[src/rtl/core/dbu_pkg.sv]
package dbu_pkg;

  // Slots in one bank window and columns in one phase group.
  localparam int unsigned BankSlots = 76;
  localparam int unsigned GroupCols = 19;

  // Width used for window compares (positions up to 1023, window ends up to 587).
  localparam int unsigned CmpW = 11;

  // Configuration register indexes.
  localparam logic [2:0] RegBankOne     = 3'd0;
  localparam logic [2:0] RegBankTwo     = 3'd1;
  localparam logic [2:0] RegBankThree   = 3'd2;
  localparam logic [2:0] RegBankFour    = 3'd3;
  localparam logic [2:0] RegAnalogRot   = 3'd4;
  localparam logic [2:0] RegDigitalRot  = 3'd5;
  localparam logic [2:0] RegDigitalMode = 3'd6;
  localparam logic [2:0] RegAnalogMode  = 3'd7;

  // Map mode codes.
  localparam logic [2:0] MapRegular  = 3'd0;
  localparam logic [2:0] MapReversed = 3'd1;
  localparam logic [2:0] MapShiftLo  = 3'd2;
  localparam logic [2:0] MapShiftHi  = 3'd5;

  // Result kinds.
  localparam logic KindAnalog  = 1'b0;
  localparam logic KindDigital = 1'b1;

  // Per-bank pixel bases for each write kind.
  localparam logic [3:0][8:0] AnalogBase  = {9'd0, 9'd152, 9'd76, 9'd228};
  localparam logic [3:0][8:0] DigitalBase = {9'd228, 9'd152, 9'd76, 9'd0};

  typedef struct packed {
    logic [3:0][8:0] bank_start;
    logic [6:0]      analog_rotate;
    logic [6:0]      digital_rotate;
    logic            digital_map_mode;
    logic [2:0]      analog_map_mode;
  } dbu_cfg_t;

  // Rotate a bank offset by a slot count; counts past the window act as zero.
  function automatic logic [6:0] rotate_slot(input logic [6:0] off, input logic [6:0] rot);
    logic [6:0] eff;
    logic [7:0] sum;
    eff = (rot > 7'(BankSlots - 1)) ? 7'd0 : rot;
    sum = {1'b0, off} + {1'b0, eff};
    if (sum >= 8'(BankSlots)) begin
      sum = sum - 8'(BankSlots);
    end
    return sum[6:0];
  endfunction

  // Scramble a slot to its pixel index within the bank.
  function automatic logic [6:0] map_slot(input logic [6:0] slot, input logic [2:0] mode);
    logic [1:0] g;
    logic [4:0] c;
    logic [1:0] grp;
    logic       shift;
    g     = slot[1:0];
    c     = slot[6:2];
    grp   = (mode == MapRegular) ? g : (2'd3 - g);
    shift = (mode >= MapShiftLo) && (mode <= MapShiftHi) && ({1'b0, g} == (mode - MapShiftLo));
    if (shift) begin
      c = (c >= 5'd2) ? (c - 5'd2) : (c + 5'(GroupCols - 2));
    end
    return 7'(7'(grp) * 7'(GroupCols)) + 7'(c);
  endfunction

endpackage

[src/rtl/core/dbu_in_if.sv]
interface dbu_in_if;
  import dbu_pkg::*;

  logic        valid;
  logic        ready;
  logic [31:0] packet_word;
  logic        end_of_packet;

  modport source (output valid, output packet_word, output end_of_packet, input ready);
  modport sink (input valid, input packet_word, input end_of_packet, output ready);
endinterface

[src/rtl/core/dbu_out_if.sv]
interface dbu_out_if;
  import dbu_pkg::*;

  logic        valid;
  logic        ready;
  logic        write_kind;
  logic [8:0]  pixel_address;
  logic [15:0] pixel_value;
  logic        gain_bit;
  logic        last_of_run;

  modport source (output valid, output write_kind, output pixel_address,
                  output pixel_value, output gain_bit, output last_of_run, input ready);
  modport sink (input valid, input write_kind, input pixel_address,
                input pixel_value, input gain_bit, input last_of_run, output ready);
endinterface

[src/rtl/core/dbu_cfg_if.sv]
interface dbu_cfg_if;
  import dbu_pkg::*;

  logic       valid;
  logic       ready;
  logic [2:0] index;
  logic [8:0] data;

  modport source (output valid, output index, output data, input ready);
  modport sink (input valid, input index, input data, output ready);
endinterface

[src/rtl/core/dbu_slot_map.sv]
module dbu_slot_map
  import dbu_pkg::*;
(
  input  dbu_cfg_t   cfg,
  input  logic [1:0] bank,
  input  logic [6:0] offset,
  output logic [8:0] analog_address,
  output logic [8:0] digital_address
);

  logic [6:0] analog_slot;
  logic [6:0] digital_slot;
  logic [2:0] analog_mode;
  logic [6:0] analog_pixel;
  logic [6:0] digital_pixel;

  // Rotate the bank offset separately for each write kind.
  assign analog_slot  = rotate_slot(offset, cfg.analog_rotate);
  assign digital_slot = rotate_slot(offset, cfg.digital_rotate);

  // Undefined analog modes fall back to the plain reversed map.
  assign analog_mode = (cfg.analog_map_mode > MapShiftHi) ? MapReversed : cfg.analog_map_mode;

  assign analog_pixel  = map_slot(analog_slot, analog_mode);
  assign digital_pixel = map_slot(digital_slot, {2'b00, cfg.digital_map_mode});

  // Add the bank base for each kind.
  assign analog_address  = AnalogBase[bank] + 9'(analog_pixel);
  assign digital_address = DigitalBase[bank] + 9'(digital_pixel);

endmodule

[src/rtl/core/detector_bank_unscrambler.sv]
// Channel  Direction  Payload                                         Accepted when
// pkt      in         packet_word, end_of_packet                      valid && ready
// pix      out        write_kind, pixel_address, pixel_value,         valid && ready
//                     gain_bit, last_of_run
// cfg      in         index, data                                     valid && ready
//
// A word is held in the input register, then its two pixel writes sit in the
// result register and leave one per cycle while pix.ready is high, analog first.
// Inside a bank window the single result channel, which carries both writes,
// sets the sustained rate; words outside all windows drain at one per cycle.
// Reset (rst, synchronous) restores register defaults and clears the word position.
// A stalled result channel holds the result register; one more word waits in the
// input register before pkt.ready drops. cfg.ready is always high.
module detector_bank_unscrambler
  import dbu_pkg::*;
#(
  parameter int unsigned PACKET_WORDS = 512
) (
  input logic        clk,
  input logic        rst,
  dbu_in_if.sink     pkt,
  dbu_out_if.source  pix,
  dbu_cfg_if.sink    cfg
);

  localparam int unsigned PosW = $clog2(PACKET_WORDS);

  dbu_cfg_t cfg_regs;

  logic [PosW-1:0] word_position;
  logic [PosW:0]   position_inc;

  // Input register.
  logic        s1_valid;
  logic        s1_hit;
  logic [1:0]  s1_bank;
  logic [6:0]  s1_offset;
  logic [31:0] s1_word;

  // Result register holding both writes of one word.
  logic        pair_valid;
  logic        phase;
  logic [8:0]  analog_address;
  logic [15:0] analog_value;
  logic [8:0]  digital_address;
  logic [15:0] digital_value;
  logic        digital_gain;

  logic            in_fire;
  logic            pair_can_load;
  logic            s1_advance;
  logic            pair_load;
  logic            hit_next;
  logic [1:0]      bank_next;
  logic [6:0]      offset_next;
  logic [CmpW-1:0] pos_wide;
  logic [CmpW-1:0] start_wide;
  logic [CmpW-1:0] diff_wide;
  logic [8:0]      map_analog;
  logic [8:0]      map_digital;

  // Configuration writes.
  assign cfg.ready = 1'b1;

  always_ff @(posedge clk) begin
    if (rst) begin
      cfg_regs.bank_start       <= {9'd228, 9'd152, 9'd76, 9'd0};
      cfg_regs.analog_rotate    <= 7'd0;
      cfg_regs.digital_rotate   <= 7'd0;
      cfg_regs.digital_map_mode <= 1'b1;
      cfg_regs.analog_map_mode  <= 3'd2;
    end else if (cfg.valid) begin
      case (cfg.index)
        RegBankOne:     cfg_regs.bank_start[0]    <= cfg.data;
        RegBankTwo:     cfg_regs.bank_start[1]    <= cfg.data;
        RegBankThree:   cfg_regs.bank_start[2]    <= cfg.data;
        RegBankFour:    cfg_regs.bank_start[3]    <= cfg.data;
        RegAnalogRot:   cfg_regs.analog_rotate    <= cfg.data[6:0];
        RegDigitalRot:  cfg_regs.digital_rotate   <= cfg.data[6:0];
        RegDigitalMode: cfg_regs.digital_map_mode <= cfg.data[0];
        RegAnalogMode:  cfg_regs.analog_map_mode  <= cfg.data[2:0];
        default: ;
      endcase
    end
  end

  // Handshake control.
  assign pair_can_load = !pair_valid || (phase && pix.ready);
  assign s1_advance    = s1_valid && (!s1_hit || pair_can_load);
  assign pair_load     = s1_advance && s1_hit;
  assign pkt.ready     = !s1_valid || s1_advance;
  assign in_fire       = pkt.valid && pkt.ready;

  // Bank window search; the lowest-numbered matching bank wins.
  always_comb begin
    hit_next   = 1'b0;
    bank_next  = 2'd0;
    pos_wide   = CmpW'(word_position);
    start_wide = '0;
    for (int b = 3; b >= 0; b--) begin
      if ((pos_wide >= CmpW'(cfg_regs.bank_start[b])) &&
          (pos_wide < CmpW'(cfg_regs.bank_start[b]) + CmpW'(BankSlots))) begin
        hit_next  = 1'b1;
        bank_next = 2'(b);
      end
    end
    start_wide  = CmpW'(cfg_regs.bank_start[bank_next]);
    diff_wide   = pos_wide - start_wide;
    offset_next = diff_wide[6:0];
  end

  // Word position within the packet.
  assign position_inc = {1'b0, word_position} + 1'b1;

  always_ff @(posedge clk) begin
    if (rst) begin
      word_position <= '0;
    end else if (in_fire) begin
      if (pkt.end_of_packet || (position_inc >= (PosW+1)'(PACKET_WORDS))) begin
        word_position <= '0;
      end else begin
        word_position <= position_inc[PosW-1:0];
      end
    end
  end

  // Input register.
  always_ff @(posedge clk) begin
    if (rst) begin
      s1_valid <= 1'b0;
    end else if (pkt.ready) begin
      s1_valid <= pkt.valid;
    end
  end

  always_ff @(posedge clk) begin
    if (in_fire) begin
      s1_hit    <= hit_next;
      s1_bank   <= bank_next;
      s1_offset <= offset_next;
      s1_word   <= pkt.packet_word;
    end
  end

  // Slot rotation and scramble maps.
  dbu_slot_map u_slot_map (
    .cfg             (cfg_regs),
    .bank            (s1_bank),
    .offset          (s1_offset),
    .analog_address  (map_analog),
    .digital_address (map_digital)
  );

  // Result register control.
  always_ff @(posedge clk) begin
    if (rst) begin
      pair_valid <= 1'b0;
      phase      <= 1'b0;
    end else if (pair_load) begin
      pair_valid <= 1'b1;
      phase      <= 1'b0;
    end else if (pix.valid && pix.ready) begin
      if (phase) begin
        pair_valid <= 1'b0;
        phase      <= 1'b0;
      end else begin
        phase <= 1'b1;
      end
    end
  end

  // Result payload.
  always_ff @(posedge clk) begin
    if (pair_load) begin
      analog_address  <= map_analog;
      analog_value    <= {2'b00, s1_word[13:8], s1_word[7:0]};
      digital_address <= map_digital;
      digital_value   <= {s1_word[29:24], s1_word[23:16], s1_word[15:14]};
      digital_gain    <= s1_word[31];
    end
  end

  assign pix.valid         = pair_valid;
  assign pix.write_kind    = phase ? KindDigital : KindAnalog;
  assign pix.pixel_address = phase ? digital_address : analog_address;
  assign pix.pixel_value   = phase ? digital_value : analog_value;
  assign pix.gain_bit      = phase ? digital_gain : 1'b0;
  assign pix.last_of_run   = phase;

`ifndef NO_ASSERTIONS
  // An accepted analog write is always followed by its digital partner.
  assert property (@(posedge clk) disable iff (rst)
    pix.valid && pix.ready && (pix.write_kind == KindAnalog)
    |=> pix.valid && (pix.write_kind == KindDigital))
    else $error("analog write not followed by digital write");

  // Every pixel address lies inside the frame.
  assert property (@(posedge clk) disable iff (rst)
    pix.valid |-> (pix.pixel_address < 9'd304))
    else $error("pixel address outside frame");

  // The word position never reaches the packet length.
  assert property (@(posedge clk) disable iff (rst)
    (PosW+1)'(word_position) < (PosW+1)'(PACKET_WORDS))
    else $error("word position out of range");

  // A word taken while the input register is full must replace a departing word.
  assert property (@(posedge clk) disable iff (rst)
    in_fire && s1_valid |-> s1_advance)
    else $error("input register overwritten");
`endif

endmodule
[src/flat_wrapper.sv]
// flat-port wrapper written by rule: the top's interface ports become plain ports
module detector_bank_unscrambler_flat import dbu_pkg::*;
#(
  parameter int unsigned PACKET_WORDS = 512
)
  (clk, rst, pkt_valid, pkt_packet_word, pkt_end_of_packet, pkt_ready, pix_valid, pix_write_kind, pix_pixel_address, pix_pixel_value, pix_gain_bit, pix_last_of_run, pix_ready, cfg_valid, cfg_index, cfg_data, cfg_ready);
  dbu_in_if pkt_i ();
  dbu_out_if pix_i ();
  dbu_cfg_if cfg_i ();
  input logic clk;
  input logic rst;
  input wire logic [$bits(pkt_i.valid)-1:0] pkt_valid;
  input wire logic [$bits(pkt_i.packet_word)-1:0] pkt_packet_word;
  input wire logic [$bits(pkt_i.end_of_packet)-1:0] pkt_end_of_packet;
  output wire logic [$bits(pkt_i.ready)-1:0] pkt_ready;
  output wire logic [$bits(pix_i.valid)-1:0] pix_valid;
  output wire logic [$bits(pix_i.write_kind)-1:0] pix_write_kind;
  output wire logic [$bits(pix_i.pixel_address)-1:0] pix_pixel_address;
  output wire logic [$bits(pix_i.pixel_value)-1:0] pix_pixel_value;
  output wire logic [$bits(pix_i.gain_bit)-1:0] pix_gain_bit;
  output wire logic [$bits(pix_i.last_of_run)-1:0] pix_last_of_run;
  input wire logic [$bits(pix_i.ready)-1:0] pix_ready;
  input wire logic [$bits(cfg_i.valid)-1:0] cfg_valid;
  input wire logic [$bits(cfg_i.index)-1:0] cfg_index;
  input wire logic [$bits(cfg_i.data)-1:0] cfg_data;
  output wire logic [$bits(cfg_i.ready)-1:0] cfg_ready;
  assign pkt_i.valid = pkt_valid;
  assign pkt_i.packet_word = pkt_packet_word;
  assign pkt_i.end_of_packet = pkt_end_of_packet;
  assign pkt_ready = pkt_i.ready;
  assign pix_valid = pix_i.valid;
  assign pix_write_kind = pix_i.write_kind;
  assign pix_pixel_address = pix_i.pixel_address;
  assign pix_pixel_value = pix_i.pixel_value;
  assign pix_gain_bit = pix_i.gain_bit;
  assign pix_last_of_run = pix_i.last_of_run;
  assign pix_i.ready = pix_ready;
  assign cfg_i.valid = cfg_valid;
  assign cfg_i.index = cfg_index;
  assign cfg_i.data = cfg_data;
  assign cfg_ready = cfg_i.ready;
  detector_bank_unscrambler #(.PACKET_WORDS(PACKET_WORDS)) u_core (.clk(clk), .rst(rst), .pkt(pkt_i), .pix(pix_i), .cfg(cfg_i));
endmodule
[config.mk]
export PLATFORM = sky130hd
export DESIGN_NAME = detector_bank_unscrambler_flat
export DESIGN_NICKNAME = d
export VERILOG_FILES = /design/src/rtl/core/dbu_pkg.sv /design/src/rtl/core/dbu_in_if.sv /design/src/rtl/core/dbu_out_if.sv /design/src/rtl/core/dbu_cfg_if.sv /design/src/rtl/core/dbu_slot_map.sv /design/src/rtl/core/detector_bank_unscrambler.sv /design/src/flat_wrapper.sv
export SDC_FILE = /design/constraint.sdc
export NUM_CORES = 1
export LEC_CHECK = 0
export BUFFER_PORTS_ARGS = -buffer_cell sky130_fd_sc_hd__buf_2
export CAP_MARGIN = 20
export CORE_MARGIN = 2
export CORE_UTILIZATION = 55
export CTS_BUF_LIST = sky130_fd_sc_hd__clkbuf_16
export CTS_CLUSTER_SIZE = 30
export DETAILED_ROUTE_END_ITERATION = 8
export GPL_ROUTABILITY_DRIVEN = 1
export PLACE_DENSITY = 0.74
export SLEW_MARGIN = 25
export SYNTH_ARGS = -nofsm -noshare
export SYNTH_HDL_FRONTEND = slang
export SYNTH_SLANG_ARGS = --single-unit
[constraint.sdc]
create_clock -name clk -period 6.99 [get_ports clk]
set_clock_uncertainty 0.05 [all_clocks]
set_input_delay 1.0485 -clock clk [delete_from_list [all_inputs] [get_ports clk]]
set_output_delay 1.0485 -clock clk [all_outputs]
set_load 0.01 [all_outputs]
==> results.cfg <==
[power]
p_comb_share_pct = 23.7
power_leakage_nw = 4.761
seq_power_share_pct = 41.2
switching_share_pct = 30.71
clkPwrFrac_pct = 35.1
finalPower_mw = 2.636
p_int_mw = 1.827
p_per_area_nw_per_um2 = 235.4
p_sw_mw = 0.8095
ir_drop_uv = 186.3

[drt]
drt-total-wl_mm = 21.44
met1Wirelength_mm = 10.15
vias_per_cell = 5.605
drtIter0Drc = 351
drc = 0
met2RoutedLength_mm = 9.997
route.met3.wl_um = 926
ant_nets = 0
top_layer = met4
routed-via-count = 7275
drtPass1Iterations = 4
wl_per_cell_um = 16.52

[layout]
fin_area_um2 = 11200
final_cells = 1298
register_area_um2 = 4024
area_growth_pct = 12.42
nets = 1237
layout_common_cells = ha_1, nand2_1, edfxtp_1, buf_2
layout_commonest_cell = ha_1
post-route-util_pct = 62.76
drive_gt1_share_pct = 15.81
multi_input_area_um2 = 5574
num-fill-cells = 1444
antenna_cells = 0

[clocking]
post-cts-setup-buffers = 0
cts_inserted_buffers = 17
cts.sinks = 156
clk_latency_ns = 0.43
clk_path_buf_depth = 2
clock-root-buffer = clkbuf_16
cts.htree.levels = 4
cts_tree = yes
cts.clk_slew.worst_paths_ns = 0.07
post_cts_resized = 0
cts.hold.buffers_added = 0

[worst_setup_path]
path_common_cell = ha_1
worst-path-buf-inv = 1
cp_max_fo = 5
slowest_delay_ns = 0.50
critical_path_class = flip-flop to flip-flop
crit_arrival_ns = 6.22
cp.required_ns = 7.12
end_kind = flip-flop
critPathTopFamily = adder cells
critPathSlowestCell = fa_1
worstSetupStartpointType = flip-flop

[yosys]
synthCells = 974
synthFlopType = edfxtp_1
ys_warn_count = 0
avgSynthCellArea_um2 = 10.23
syn-cell-area_um2 = 9960
ys_ff_latch = 156
synth-edff-count = 90
syn-num-nets = 1155
async_flop_share_pct = 0
synth_cell_types = 79
seq_area_frac_synth_pct = 40.40

[floorplanning]
die_x_um = 138.6
io_pins = 81
fp-row-count = 49
start_util_pct = 55.82
fp.dieH_um = 138.6
core_um2 = 17840
die_area_um2 = 19200

[sta]
finalMaxSlewViolations = 0
fin_hold_ws_ns = 0.3665
fin_crit_sh_pct = 87.17
post-route-min-period_ns = 6.093
slew-limit-headroom_pct = 38.96
setup_viol = 0
rsz0062_at_grt = false
worstMarginPinSlew_ns = 0.9086
hold_violations = 0
fmax_mhz = 164.1
worst_slack_ns = 0.8968
setup_tns_ns = 0

[place]
dp_slack_ns = 0.9648
dpl.hpwl_mm = 15.59
io_buffers = 78
dp_cells = 1266
dpl_cell_area_um2 = 10590
place_congestion = 0.8999

[grt]
overflow = 0
antenna_found_initial = 0
grt_use_total_pct = 22.66
grt_max_degree = 59
grt_pass1_wl_mm = 34.91
grt_pass1_vias = 7069

[flow_run]
max-cap-violations = 0

[min_path]
hold_class = flip-flop to flip-flop

[status]
outcome = finished, final reports clean
sequential cells by signal, summed over array words and instances (netlist names):
name                    count
u_core.pix.valid            1
u_core.s1_bank              2
u_core.digital_address      9
u_core.digital_gain         1
u_core.word_position        9
u_core.cfg_regs            54
u_core.s1_valid             1
u_core.analog_address       9
u_core.s1_offset            7
u_core.s1_hit               1
u_core.s1_word             31
u_core.analog_value        14
u_core.pix.last_of_run      1
u_core.digital_value       16
synth_stat cells (5+ instances only):
cell type  number  share of area (%)
and2_1         15               0.94
nor3_1         10               0.50
or3_1           6               0.38
nor2_1         50                1.9
fa_1            9                1.8
ha_1          122                 15
mux2i_1        31                3.1
a21oi_1        74                3.7
a31oi_1         7               0.44
o21bai_1        9               0.68
or2_2           5               0.31
o211ai_1        8               0.60
dfxtp_1        66                 13
mux2_2         23                2.6
inv_1          74                2.8
nand3_1         8               0.40
nor2b_1        13               0.82
xnor2_1        40                3.5
o31ai_1         5               0.38
edfxtp_1       90                 27
nand4_1         5               0.31
nand2b_1       12               0.75
a21o_1         20                1.5
a211oi_1        7               0.53
o21ai_0        31                1.6
clkbuf_1       12               0.45
xor2_1         21                1.8
a211o_1        14                1.2
nand2_1       107                4.0
worst reg2reg max path: stages (launching register included):
cell	delay, ns
dfxtp_1	0.33
a211o_1	0.31
nand2_1	0.10
and2_1	0.17
ha_1	0.25
a21o_2	0.23
a211oi_1	0.31
nor2_1	0.14
ha_1	0.28
or3_4	0.45
o211ai_4	0.25
nor2_1	0.12
nor2b_1	0.13
a31oi_1	0.06
fa_1	0.50
ha_1	0.17
inv_1	0.06
fa_1	0.41
xnor2_1	0.33
ha_1	0.30
a21o_1	0.18
a21oi_1	0.23
nor2b_1	0.08
o21ai_0	0.17
nand2_1	0.10
xnor2_1	0.13
worst paths after layout:
kind / start / slack [ns] / depth (start not counted) / end
max: u_core.cfg_regs[14]$_SDFFE_PP0P_ / 0.90 / 25 / u_core.analog_address[7]$_DFFE_PP_
min reg2reg: u_core.s1_word[10]$_DFFE_PP_ / 0.37 / 0 / u_core.analog_value[10]$_DFFE_PP_
min: u_core.s1_word[10]$_DFFE_PP_ / 0.37 / 0 / u_core.analog_value[10]$_DFFE_PP_
max reg2reg: u_core.cfg_regs[14]$_SDFFE_PP0P_ / 0.90 / 25 / u_core.analog_address[7]$_DFFE_PP_
metal layers:
metal  vias up  GRT usage (%)
met5         -              0
met4         0          7.089
met3        29          3.867
met2       150          37.39
met1      3417          30.75
li1       3679              -
final cells by class:
cell class | instances | area share, %
flip-flops and latches | 156 | 35.94
clock buffers | 17 | 3.799
repair buffers | 82 | 3.777
multi-input cells | 724 | 49.78
inverters | 75 | 2.514
clock inverters | 15 | 1.631
well taps | 229 | 2.559
kinds of logic after synthesis:
family | Yosys count | synth area share [%]
AOI/OAI and AO/OA | 224 | 15.41
xor gates and xnor gates | 62 | 5.528
adders and majority gates | 131 | 17.14
buffers and inverters | 94 | 3.706
DFF | 156 | 40.40
muxes | 55 | 5.854
other | 1 | 0.03765
and+or+nand+nor | 251 | 11.92
power by group through the flow:
| stage | Combinational (mW) | Clock [mW] | Sequential, mW |
|---|---|---|---|
| global placement | 0.591 | 0 | 1.10 |
| finish | 0.624 | 0.927 | 1.09 |
| floorplan | 0.471 | 0 | 1.10 |
| CTS | 0.626 | 0.943 | 1.09 |
| detailed placement | 0.614 | 0 | 1.11 |
| global route | 0.704 | 0.979 | 1.09 |
Note: power is estimated with default switching activity, not from simulation.
